## config.mk

```make
export PLATFORM = sky130hd
export DESIGN_NAME = card_id_allowlist_engine_unit
export DESIGN_NICKNAME = d
export VERILOG_FILES = /design/src/sv/cidal_pkg.sv /design/src/sv/cidal_id_mem.sv /design/src/sv/cidal_ctrl.sv /design/src/sv/card_id_allowlist_engine_unit.sv
export SDC_FILE = /design/constraint.sdc
export NUM_CORES = 2
export LEC_CHECK = 0
export BUFFER_PORTS_ARGS = -buffer_cell sky130_fd_sc_hd__buf_2
export CAP_MARGIN = 20
export CORE_MARGIN = 8
export CORE_UTILIZATION = 41
export DETAILED_ROUTE_END_ITERATION = 6
export GPL_TIMING_DRIVEN = 0
export PLACE_DENSITY_LB_ADDON = 0.3
export SYNTH_ARGS = -nofsm -noshare
export SYNTH_HDL_FRONTEND = slang
export SYNTH_SLANG_ARGS = --single-unit
```

## constraint.sdc

```tcl
create_clock -name clk -period 11.75 [get_ports clk]
set_clock_uncertainty 0.2 [all_clocks]
set_input_delay 1.175 -clock clk [delete_from_list [all_inputs] [get_ports clk]]
set_output_delay 1.175 -clock clk [all_outputs]
set_load 0.03 [all_outputs]
```

## src/sv/cidal_pkg.sv

```systemverilog
`timescale 1ns / 1ps
// shared types and codes for the card id allowlist engine
// no dependencies

package cidal_pkg;

  // item command codes
  typedef enum logic [1:0] {
    CMD_CARD  = 2'd0,
    CMD_MODE  = 2'd1,
    CMD_ERASE = 2'd2,
    CMD_SPARE = 2'd3
  } cmd_t;

  // result status codes
  typedef enum logic [2:0] {
    STS_AUTH      = 3'd0,
    STS_UNKNOWN   = 3'd1,
    STS_ADDED     = 3'd2,
    STS_DUP       = 3'd3,
    STS_FULL      = 3'd4,
    STS_TO_RECORD = 3'd5,
    STS_TO_READ   = 3'd6,
    STS_ERASED    = 3'd7
  } status_t;

  // sequencer states
  typedef enum logic {
    S_IDLE = 1'b0,
    S_SCAN = 1'b1
  } state_t;

  localparam int unsigned CARD_ID_W = 32;
  localparam int unsigned COUNT_OUT_W = 7;

endpackage

```

## src/sv/cidal_id_mem.sv

```systemverilog
`timescale 1ns / 1ps
// identifier table: one write port, one registered read port
// no dependencies

module cidal_id_mem #(
  parameter int unsigned DEPTH  = 64,
  parameter int unsigned WIDTH  = 32,
  parameter int unsigned ADDR_W = 6
) (
  input  logic              clk,
  input  logic              we,
  input  logic [ADDR_W-1:0] waddr,
  input  logic [WIDTH-1:0]  wdata,
  input  logic [ADDR_W-1:0] raddr,
  output logic [WIDTH-1:0]  rdata
);

  logic [WIDTH-1:0] id_mem_r [DEPTH];
  logic [WIDTH-1:0] rdata_r;

  // write port
  always_ff @(posedge clk) begin
    if (we) begin
      id_mem_r[waddr] <= wdata;
    end
  end

  // registered read port
  always_ff @(posedge clk) begin
    rdata_r <= id_mem_r[raddr];
  end

  assign rdata = rdata_r;

endmodule

```

## src/sv/cidal_ctrl.sv

```systemverilog
`timescale 1ns / 1ps
// sequencer: command decode, linear table scan, append and result register
// depends on cidal_pkg

module cidal_ctrl
  import cidal_pkg::*;
#(
  parameter int unsigned DEPTH  = 64,
  parameter int unsigned ID_W   = 32,
  parameter int unsigned ADDR_W = 6,
  parameter int unsigned CNT_W  = 7
) (
  input  logic              clk,
  input  logic              rst_n,
  input  logic              start,
  output logic              busy,
  input  logic [1:0]        in_command,
  input  logic [ID_W-1:0]   in_id,
  output logic              mem_we,
  output logic [ADDR_W-1:0] mem_waddr,
  output logic [ID_W-1:0]   mem_wdata,
  output logic [ADDR_W-1:0] mem_raddr,
  input  logic [ID_W-1:0]   mem_rdata,
  output logic              out_strobe,
  output logic [2:0]        out_status,
  output logic              out_grant,
  output logic              mode_out,
  output logic [CNT_W-1:0]  count_out
);

  localparam logic [CNT_W-1:0] FULL_COUNT = CNT_W'(DEPTH);

  state_t           state_r, state_nxt;
  logic [CNT_W-1:0] count_r, count_nxt;
  logic             mode_r, mode_nxt;
  logic [CNT_W-1:0] ptr_r, ptr_nxt;
  logic             dvld_r, dvld_nxt;
  logic [ID_W-1:0]  id_r, id_nxt;
  logic             strobe_r, strobe_nxt;
  status_t          status_r, status_nxt;
  logic             grant_r, grant_nxt;

  logic             hit;
  logic             issue;
  logic             scan_done;

  // compare the entry read last cycle, and keep issuing reads below the count
  assign hit       = dvld_r && (mem_rdata == id_r);
  assign issue     = (ptr_r < count_r) && !hit;
  assign scan_done = hit || ((ptr_r == count_r) && !dvld_r);

  // control registers
  always_ff @(posedge clk) begin
    if (!rst_n) begin
      state_r  <= S_IDLE;
      count_r  <= '0;
      mode_r   <= 1'b0;
      dvld_r   <= 1'b0;
      strobe_r <= 1'b0;
    end else begin
      state_r  <= state_nxt;
      count_r  <= count_nxt;
      mode_r   <= mode_nxt;
      dvld_r   <= dvld_nxt;
      strobe_r <= strobe_nxt;
    end
  end

  // payload registers
  always_ff @(posedge clk) begin
    ptr_r    <= ptr_nxt;
    id_r     <= id_nxt;
    status_r <= status_nxt;
    grant_r  <= grant_nxt;
  end

  // next state and outputs
  always_comb begin
    state_nxt  = state_r;
    count_nxt  = count_r;
    mode_nxt   = mode_r;
    ptr_nxt    = ptr_r;
    dvld_nxt   = dvld_r;
    id_nxt     = id_r;
    strobe_nxt = 1'b0;
    status_nxt = status_r;
    grant_nxt  = grant_r;
    mem_we     = 1'b0;
    mem_waddr  = count_r[ADDR_W-1:0];
    mem_wdata  = id_r;
    mem_raddr  = ptr_r[ADDR_W-1:0];

    case (state_r)
      S_IDLE: begin
        if (start) begin
          id_nxt = in_id;
          case (cmd_t'(in_command))
            CMD_CARD: begin
              state_nxt = S_SCAN;
              ptr_nxt   = '0;
              dvld_nxt  = 1'b0;
            end
            CMD_MODE: begin
              mode_nxt   = ~mode_r;
              strobe_nxt = 1'b1;
              status_nxt = mode_r ? STS_TO_READ : STS_TO_RECORD;
              grant_nxt  = 1'b0;
            end
            CMD_ERASE: begin
              count_nxt  = '0;
              mode_nxt   = 1'b0;
              strobe_nxt = 1'b1;
              status_nxt = STS_ERASED;
              grant_nxt  = 1'b0;
            end
            default: begin
              strobe_nxt = 1'b1;
              status_nxt = STS_UNKNOWN;
              grant_nxt  = 1'b0;
            end
          endcase
        end
      end
      S_SCAN: begin
        ptr_nxt  = issue ? ptr_r + 1'b1 : ptr_r;
        dvld_nxt = issue;
        if (scan_done) begin
          state_nxt  = S_IDLE;
          dvld_nxt   = 1'b0;
          strobe_nxt = 1'b1;
          grant_nxt  = 1'b0;
          if (!mode_r) begin
            status_nxt = hit ? STS_AUTH : STS_UNKNOWN;
            grant_nxt  = hit;
          end else if (hit) begin
            status_nxt = STS_DUP;
          end else if (count_r < FULL_COUNT) begin
            // append at the fill position
            mem_we     = 1'b1;
            count_nxt  = count_r + 1'b1;
            status_nxt = STS_ADDED;
          end else begin
            status_nxt = STS_FULL;
          end
        end
      end
      default: begin
        state_nxt = S_IDLE;
      end
    endcase
  end

  assign busy       = (state_r != S_IDLE);
  assign out_strobe = strobe_r;
  assign out_status = status_r;
  assign out_grant  = grant_r;
  assign mode_out   = mode_r;
  assign count_out  = count_r;

endmodule

```

## src/sv/card_id_allowlist_engine_unit.sv

```systemverilog
`timescale 1ns / 1ps
// top level of the card id allowlist engine
// depends on cidal_pkg, cidal_ctrl, cidal_id_mem

// An item is taken when start is high and busy is low. Mode, erase and spare
// items do not scan: the result strobe rises the cycle after the item is
// taken. A card item scans the stored identifiers through the table memory
// one entry per cycle. On a nonempty table it compares each stored entry as
// its registered read returns, then registers the result; on an empty table
// it registers the result at once. A match ends the scan early. An append is
// written at the same edge the result is registered. out_strobe marks each
// result for exactly one cycle and there is no back pressure, so the receiver
// must take every result as it appears. out_record_mode and out_entry_count
// show state after the item (count is modulo 128). Only the low ID_BYTES
// bytes of in_card_id are stored and compared, all 32 bits when ID_BYTES is
// four or more.

module card_id_allowlist_engine_unit
  import cidal_pkg::*;
#(
  parameter int unsigned TABLE_DEPTH = 64,
  parameter int unsigned ID_BYTES    = 4
) (
  input  logic        clk,
  input  logic        rst_n,
  input  logic        start,
  output logic        busy,
  input  logic [1:0]  in_command,
  input  logic [31:0] in_card_id,
  output logic        out_strobe,
  output logic [2:0]  out_status,
  output logic        out_grant,
  output logic        out_record_mode,
  output logic [6:0]  out_entry_count
);

  localparam int unsigned ID_W   = (ID_BYTES >= 4) ? CARD_ID_W : ID_BYTES * 8;
  localparam int unsigned ADDR_W = (TABLE_DEPTH > 1) ? $clog2(TABLE_DEPTH) : 1;
  localparam int unsigned CNT_W  = $clog2(TABLE_DEPTH + 1);

  logic              mem_we;
  logic [ADDR_W-1:0] mem_waddr;
  logic [ID_W-1:0]   mem_wdata;
  logic [ADDR_W-1:0] mem_raddr;
  logic [ID_W-1:0]   mem_rdata;
  logic [CNT_W-1:0]  count;
  logic [CNT_W+COUNT_OUT_W-1:0] count_ext;

  // sequencer
  cidal_ctrl #(
    .DEPTH  (TABLE_DEPTH),
    .ID_W   (ID_W),
    .ADDR_W (ADDR_W),
    .CNT_W  (CNT_W)
  ) u_ctrl (
    .clk        (clk),
    .rst_n      (rst_n),
    .start      (start),
    .busy       (busy),
    .in_command (in_command),
    .in_id      (in_card_id[ID_W-1:0]),
    .mem_we     (mem_we),
    .mem_waddr  (mem_waddr),
    .mem_wdata  (mem_wdata),
    .mem_raddr  (mem_raddr),
    .mem_rdata  (mem_rdata),
    .out_strobe (out_strobe),
    .out_status (out_status),
    .out_grant  (out_grant),
    .mode_out   (out_record_mode),
    .count_out  (count)
  );

  // identifier table
  cidal_id_mem #(
    .DEPTH  (TABLE_DEPTH),
    .WIDTH  (ID_W),
    .ADDR_W (ADDR_W)
  ) u_mem (
    .clk   (clk),
    .we    (mem_we),
    .waddr (mem_waddr),
    .wdata (mem_wdata),
    .raddr (mem_raddr),
    .rdata (mem_rdata)
  );

  // count shown modulo 128
  assign count_ext       = {{COUNT_OUT_W{1'b0}}, count};
  assign out_entry_count = count_ext[COUNT_OUT_W-1:0];

endmodule
```

# Yosys cells after proc, flatten, opt, wreduce, memory -nomap -nowiden

Memory sizes are Yosys's and may differ from the RTL's. A register that Yosys moved wholly into a read port is not among the register bits.
Index checks and enable logic that the tools add are counted.

Add/subtract/negate cells: 2
Multipliers: 0
Div/mod/pow operators: 0
Magnitude comparators: 2
Equal/unequal tests: 13
Shifts and indexed selects: 0
Muxes and demuxes: 45
Bitwise operators: 2
Reduce and logical (&&, ||, !) cells: 14

Operators by type and width:

| cell                                               | number |
|---|---|
| two-way mux 7 bit                                  | 9 |
| == test 32 bit                                     | 1 |
| case mux 7 bit (2 select lines)                    | 2 |
| two-way mux 1 bit                                  | 21 |
| inequality test 2 bit (second input constant)      | 9 |
| two-way mux 3 bit                                  | 5 |
| adder 7 x 1 -> 7 bit (second input constant)       | 2 |
| case mux 1 bit (2 select lines)                    | 5 |
| case mux 3 bit (3 select lines)                    | 1 |
| AND reduction 3 bit                                | 3 |
| == test 7 bit                                      | 1 |
| less-than comparator 7 bit                         | 1 |
| less-than comparator 7 bit (second input constant) | 1 |
| case mux 3 bit (2 select lines)                    | 1 |
| AND reduction 6 bit                                | 1 |
| AND reduction 2 bit                                | 2 |
| logical AND 1 bit                                  | 3 |
| == test 2 x 1 -> 1 bit (second input constant)     | 1 |
| == test 2 bit (second input constant)              | 1 |
| zero test 1 bit                                    | 2 |
| zero test 2 bit                                    | 1 |
| two-way mux 2 bit                                  | 1 |
| NOT 1 bit                                          | 2 |
| nonzero test 2 bit                                 | 1 |
| logical OR 1 bit                                   | 1 |

Bits in registers: 54
Latch bits: 0
RAM bits: 2048
Bits in read-only memories: 0
Output and inout bits: 14
Logic and storage cells: 88
Memories: 1

Memories:

| memory         | depth | bits a word | rd ports | clocked after Yosys merged registers in | write ports | RTL line           | text |
|---|---|---|---|---|---|---|---|
| u_mem.id_mem_r | 64    | 32          | 1        | 1                                       | 1           | cidal_id_mem.sv:18 | `logic [WIDTH-1:0] id_mem_r [DEPTH];` |

# Depth between registers and ports, before layout

Depth in word-level cells: 8
Gate-level depth with buffers: 15
Mapped depth without buffers: 8

# Hierarchy

Synthesis repeated with hierarchy kept, for this count alone.

Cell total of the unflattened synthesis: 3576
Area, all modules: 81365.5 um^2

Modules (own cells, without submodules):

| module       | times used | cells an instance | area each (um^2) | seq. area each (um^2) |
|---|---|---|---|---|
| cidal_id_mem | 1          | 3324              | 78515.3          | 62139.6 |
| cidal_ctrl   | 1          | 252               | 2850.2           | 1511.4 |

# Worst setup path after synthesis

No wires, ideal clock.

Path type: reg2reg
Start: register u_ctrl.ptr_r[0]
End: memory u_mem.id_mem_r[31][0] (enable)
Setup time: 0.423 ns
Arrival time: 4.406 ns
Required time: 11.127 ns
Slack: 6.722 ns
Stages on the path, launching flop included: 15
Period minus slack after synthesis: 5.028 ns
Path through: edfxtp_1 buf_6 buf_6 buf_6 buf_4 inv_1 buf_2 buf_1 ha_1 nand4_1 or3_1 or3_1 or2_2 clkbuf_1 nor2_1

Cells in the longest elaborated chain, start to end: 7

RTL lines:

| element                                 | RTL line           | text |
|---|---|---|
| start, declared                         | cidal_ctrl.sv:36   | `logic [CNT_W-1:0] ptr_r, ptr_nxt;` |
| start signal, assigned                  | cidal_ctrl.sv:71   | `ptr_r <= ptr_nxt;` |
| == test 7 bit                           | cidal_ctrl.sv:50   | `assign scan_done = hit \|\| ((ptr_r == count_r) && !dvld_r);` |
| logical AND 1 bit                       | cidal_ctrl.sv:50   |  |
| logical OR 1 bit                        | cidal_ctrl.sv:50   |  |
| two-way mux 1 bit                       | cidal_ctrl.sv:127  | `if (scan_done) begin` |
| two-way mux 1 bit                       | cidal_ctrl.sv:93   | `case (state_r)` |
| two-way mux 1 bit                       | cidal_id_mem.sv:23 | `if (we) begin` |
| two-way mux 1 bit (implied by the code) | cidal_id_mem.sv:24 | `id_mem_r[waddr] <= wdata;` |
| end, declared                           | cidal_id_mem.sv:18 |  |

No other way between the ends.

# Worst setup path in the final report

Start: register u_ctrl.ptr_r[0]
End: memory u_mem.id_mem_r[51][16] (enable)

Same word-level chain as after synthesis.

==> flow_summary.yaml <==
power_and_ir_drop:
  power.static_leakage_uw: 0.0305
  ir_drop_mv: 0.161
  pwr_density_cell_nw_per_um2: 163
timing:
  fmax_mhz: 149
  maxSlewHeadroom_pct: 16.8
  setup_violations: 0
  final-hold-violation-count: 0
  finalCritPeriodShare_pct: 57.0
  maxSlewViolCount: 0
  tns_ns: 0
  worst_slew_pin_slew_ns: 1.25
  worst_slack_ns: 5.06
  rsz0062_at_grt: "false"
  post-route-min-period_ns: 6.69
clock_tree:
  clock-sinks: 2134
  cts-htree-levels: 4
  numCtsBuffers: 209
  clock_latency_ns: 0.86
  tritoncts: "yes"
  cts_buffer_depth: 3
  cts_root_buf: "clkbuf_16"
  post_cts_buffers: 0
  clk_pin_slew_worst_paths_ns: 0.07
  postCtsHoldBufs: 0
  cts_resized: 0
job:
  maxCapViolations: 0
global_route:
  antenna_found_initial: 8
  grt_max_degree: 35
  met1_usage_pct: 32.5
  grt_pass1_wl_um: 352000
  grt_use_total_pct: 24.1
  grt_overflow_total: 0
  gr-usage-met3_pct: 6.56
  gr-max-usage-layer: "met2"
  grtUsageMet2_pct: 37.1
  grt_pass1_vias: 41500
worst_hold_path:
  worst_hold_startpoint: "in_card_id[22]"
  hp-class: "in2reg"
  worstHoldPathCells: 1
  hold_path_end: "u_ctrl.mem_wdata[22]"
routing:
  via_per_inst: 6.28
  drtIter0Drc: 6914
  drt-wirelength-per-cell_um: 37.9
  drc: 0
  vias: 43300
  routed_wl_um: 262000
  postRouteAntennaNets: 0
  first_pass_iters: 6
die:
  start_util_pct: 41.3
  ios: 51
  dieHeight_um: 462
  core-area_um2: 197000
  die_w_um: 462
  die_area_um2: 213000
  num_rows: 163
yosys:
  yosysTopAreaCell: "edfxtp_1"
  avgSynthCellArea_um2: 22.5
  synthArstFlopShare_pct: 0
  synth_top_area_share_pct: 77.1
  syn_area_um2: 81500
  syn_nets: 3664
  synth_seq_cells: 2134
  yosys_warnings: 0
  ys_seq_area_share_pct: 78.1
  synth-edff-count: 2091
  syn_inst: 3615
  yosysMostFrequentCell: "edfxtp_1"
  synth_common_cells: "2,091 x edfxtp_1, 535 x mux4_2, 146 x nand2_1"
  synth_area_leaders: "edfxtp_1 77%, mux4_2 15%, mux2i_1 1.2%"
  synthFlopType: "edfxtp_1"
  yosysUniqueCellTypes: 59
run_status:
  status: "completed"
placement:
  port_buffers: 50
  place_ws_ns: 5.24
  dpl.hpwl_um: 178000
  gp_congestion: 0.918
critical_path:
  r2r-end: "u_mem.id_mem_r[51][16]"
  r2r_setup_slack_ns: 5.06
  critPathKind: "reg2reg"
  endpoint_kind: "flip-flop"
  worstPathRequired_ns: 12.08
  cp-start-kind: "flip-flop"
  rr_worst_depth: 16
  cp_max_fo: 15
  critPathArrivalTime_ns: 7.02
  timing.rr.start: "u_ctrl.ptr_r[0]"
cells_and_area:
  layout-drive-gt1-share_pct: 30.0
  areaGrowthSynthToFinish_pct: 18.9
  final_nets: 4126
[state kept, by name (all words and copies together), names as in the netlist]
name and cells:
u_ctrl.ptr_r 7, u_ctrl.out_strobe 1, u_ctrl.mem_wdata 32, u_ctrl.mode_out 1, u_ctrl.out_status 3, u_mem.rdata 32
u_ctrl.count_out 7, u_ctrl.out_grant 1, u_ctrl.busy 1, u_ctrl.dvld_r 1, u_mem.id_mem_r 2048
[placed cells by master, fill, tap and decap left out, types with 33 or more instances in the layout]
cell type,instances
clkinv_1,34
nor2_1,48
dfxtp_1,43
xor2_1,33
mux4_2,535
nand2_1,146
buf_2,120
clkbuf_16,210
nor2_4,64
mux2i_1,94
buf_12,82
buf_16,100
a22oi_1,35
clkinv_2,38
a21oi_1,41
edfxtp_1,2091
clkbuf_1,109
[kinds of logic after synthesis]
logic type	count (synthesis)	synth area share [%]
AND/OR/NAND/NOR	355	1.88
buffers and inverters	202	1.34
AO/OA/AOI/OAI	242	2.05
adder cells (fa/ha/maj)	12	0.184
multiplexers	633	16.0
XOR/XNOR	37	0.398
flip-flops	2134	78.1
[stage by stage]
stage	power (uW)	utilization, %	instance area, um^2	hold WS [ns]	instances
2_1_floorplan	8930	-	81500	0.261	3615
3_3_place_gp	9220	43.1	85000	0.357	6305
3_5_place_dp	9300	45.6	90100	0.379	6501
4_1_cts	15800	49.0	96700	0.254	6883
5_1_grt	16100	49.0	96800	0.268	6888
6_report	15700	49.0	96800	0.294	6896
[critical path: stages, from the launching register on]
cell and delay, ns:
edfxtp_1 0.45, buf_6 0.20, buf_6 0.22, buf_6 0.29, buf_4 0.32, inv_1 0.16, buf_2 0.22, buf_2 0.37
ha_1 0.40, nand4_1 0.08, or3_1 0.41, or3_1 0.42, nor2_1 0.33, nand3_1 0.71, nor2_4 1.04, buf_16 0.25
buf_16 0.20
[worst max-delay path by stage]
stage,to,from
floorplan,u_mem.id_mem_r[31][0],u_ctrl.ptr_r[0]
global placement,u_mem.id_mem_r[49][16],u_ctrl.ptr_r[0]
detailed placement,u_mem.id_mem_r[51][9],u_ctrl.ptr_r[0]
CTS,u_mem.id_mem_r[51][16],u_ctrl.ptr_r[0]
global route,u_mem.id_mem_r[51][9],u_ctrl.ptr_r[0]
finish,u_mem.id_mem_r[51][16],u_ctrl.ptr_r[0]
[routing by layer]
layer	vias up	routed length (um)
li1	16300	-
met2	3238	119000
met5	-	0
met3	649	31300
met1	23200	97300
met4	0	13900
[where the power goes]
part | leakage, uW | internal, uW | switching, uW
registers | 0.0192 | 8390 | 41.4
logic | 0.00809 | 270 | 452
clock network | 0.00325 | 3730 | 2860
[layout make-up]
type,instances,area (um^2)
Antenna cell,8,20.0
Buffer,184,1030
Clock buffer,277,5620
Clock inverter,105,1020
Fill cell,15700,101000
Inverter,18,67.6
Multi-Input combinational cell,1279,17200
Sequential cell,2134,63700
Tap cell,2640,3300
Timing Repair Buffer,251,4910
Power figures use the tool's default switching activity.
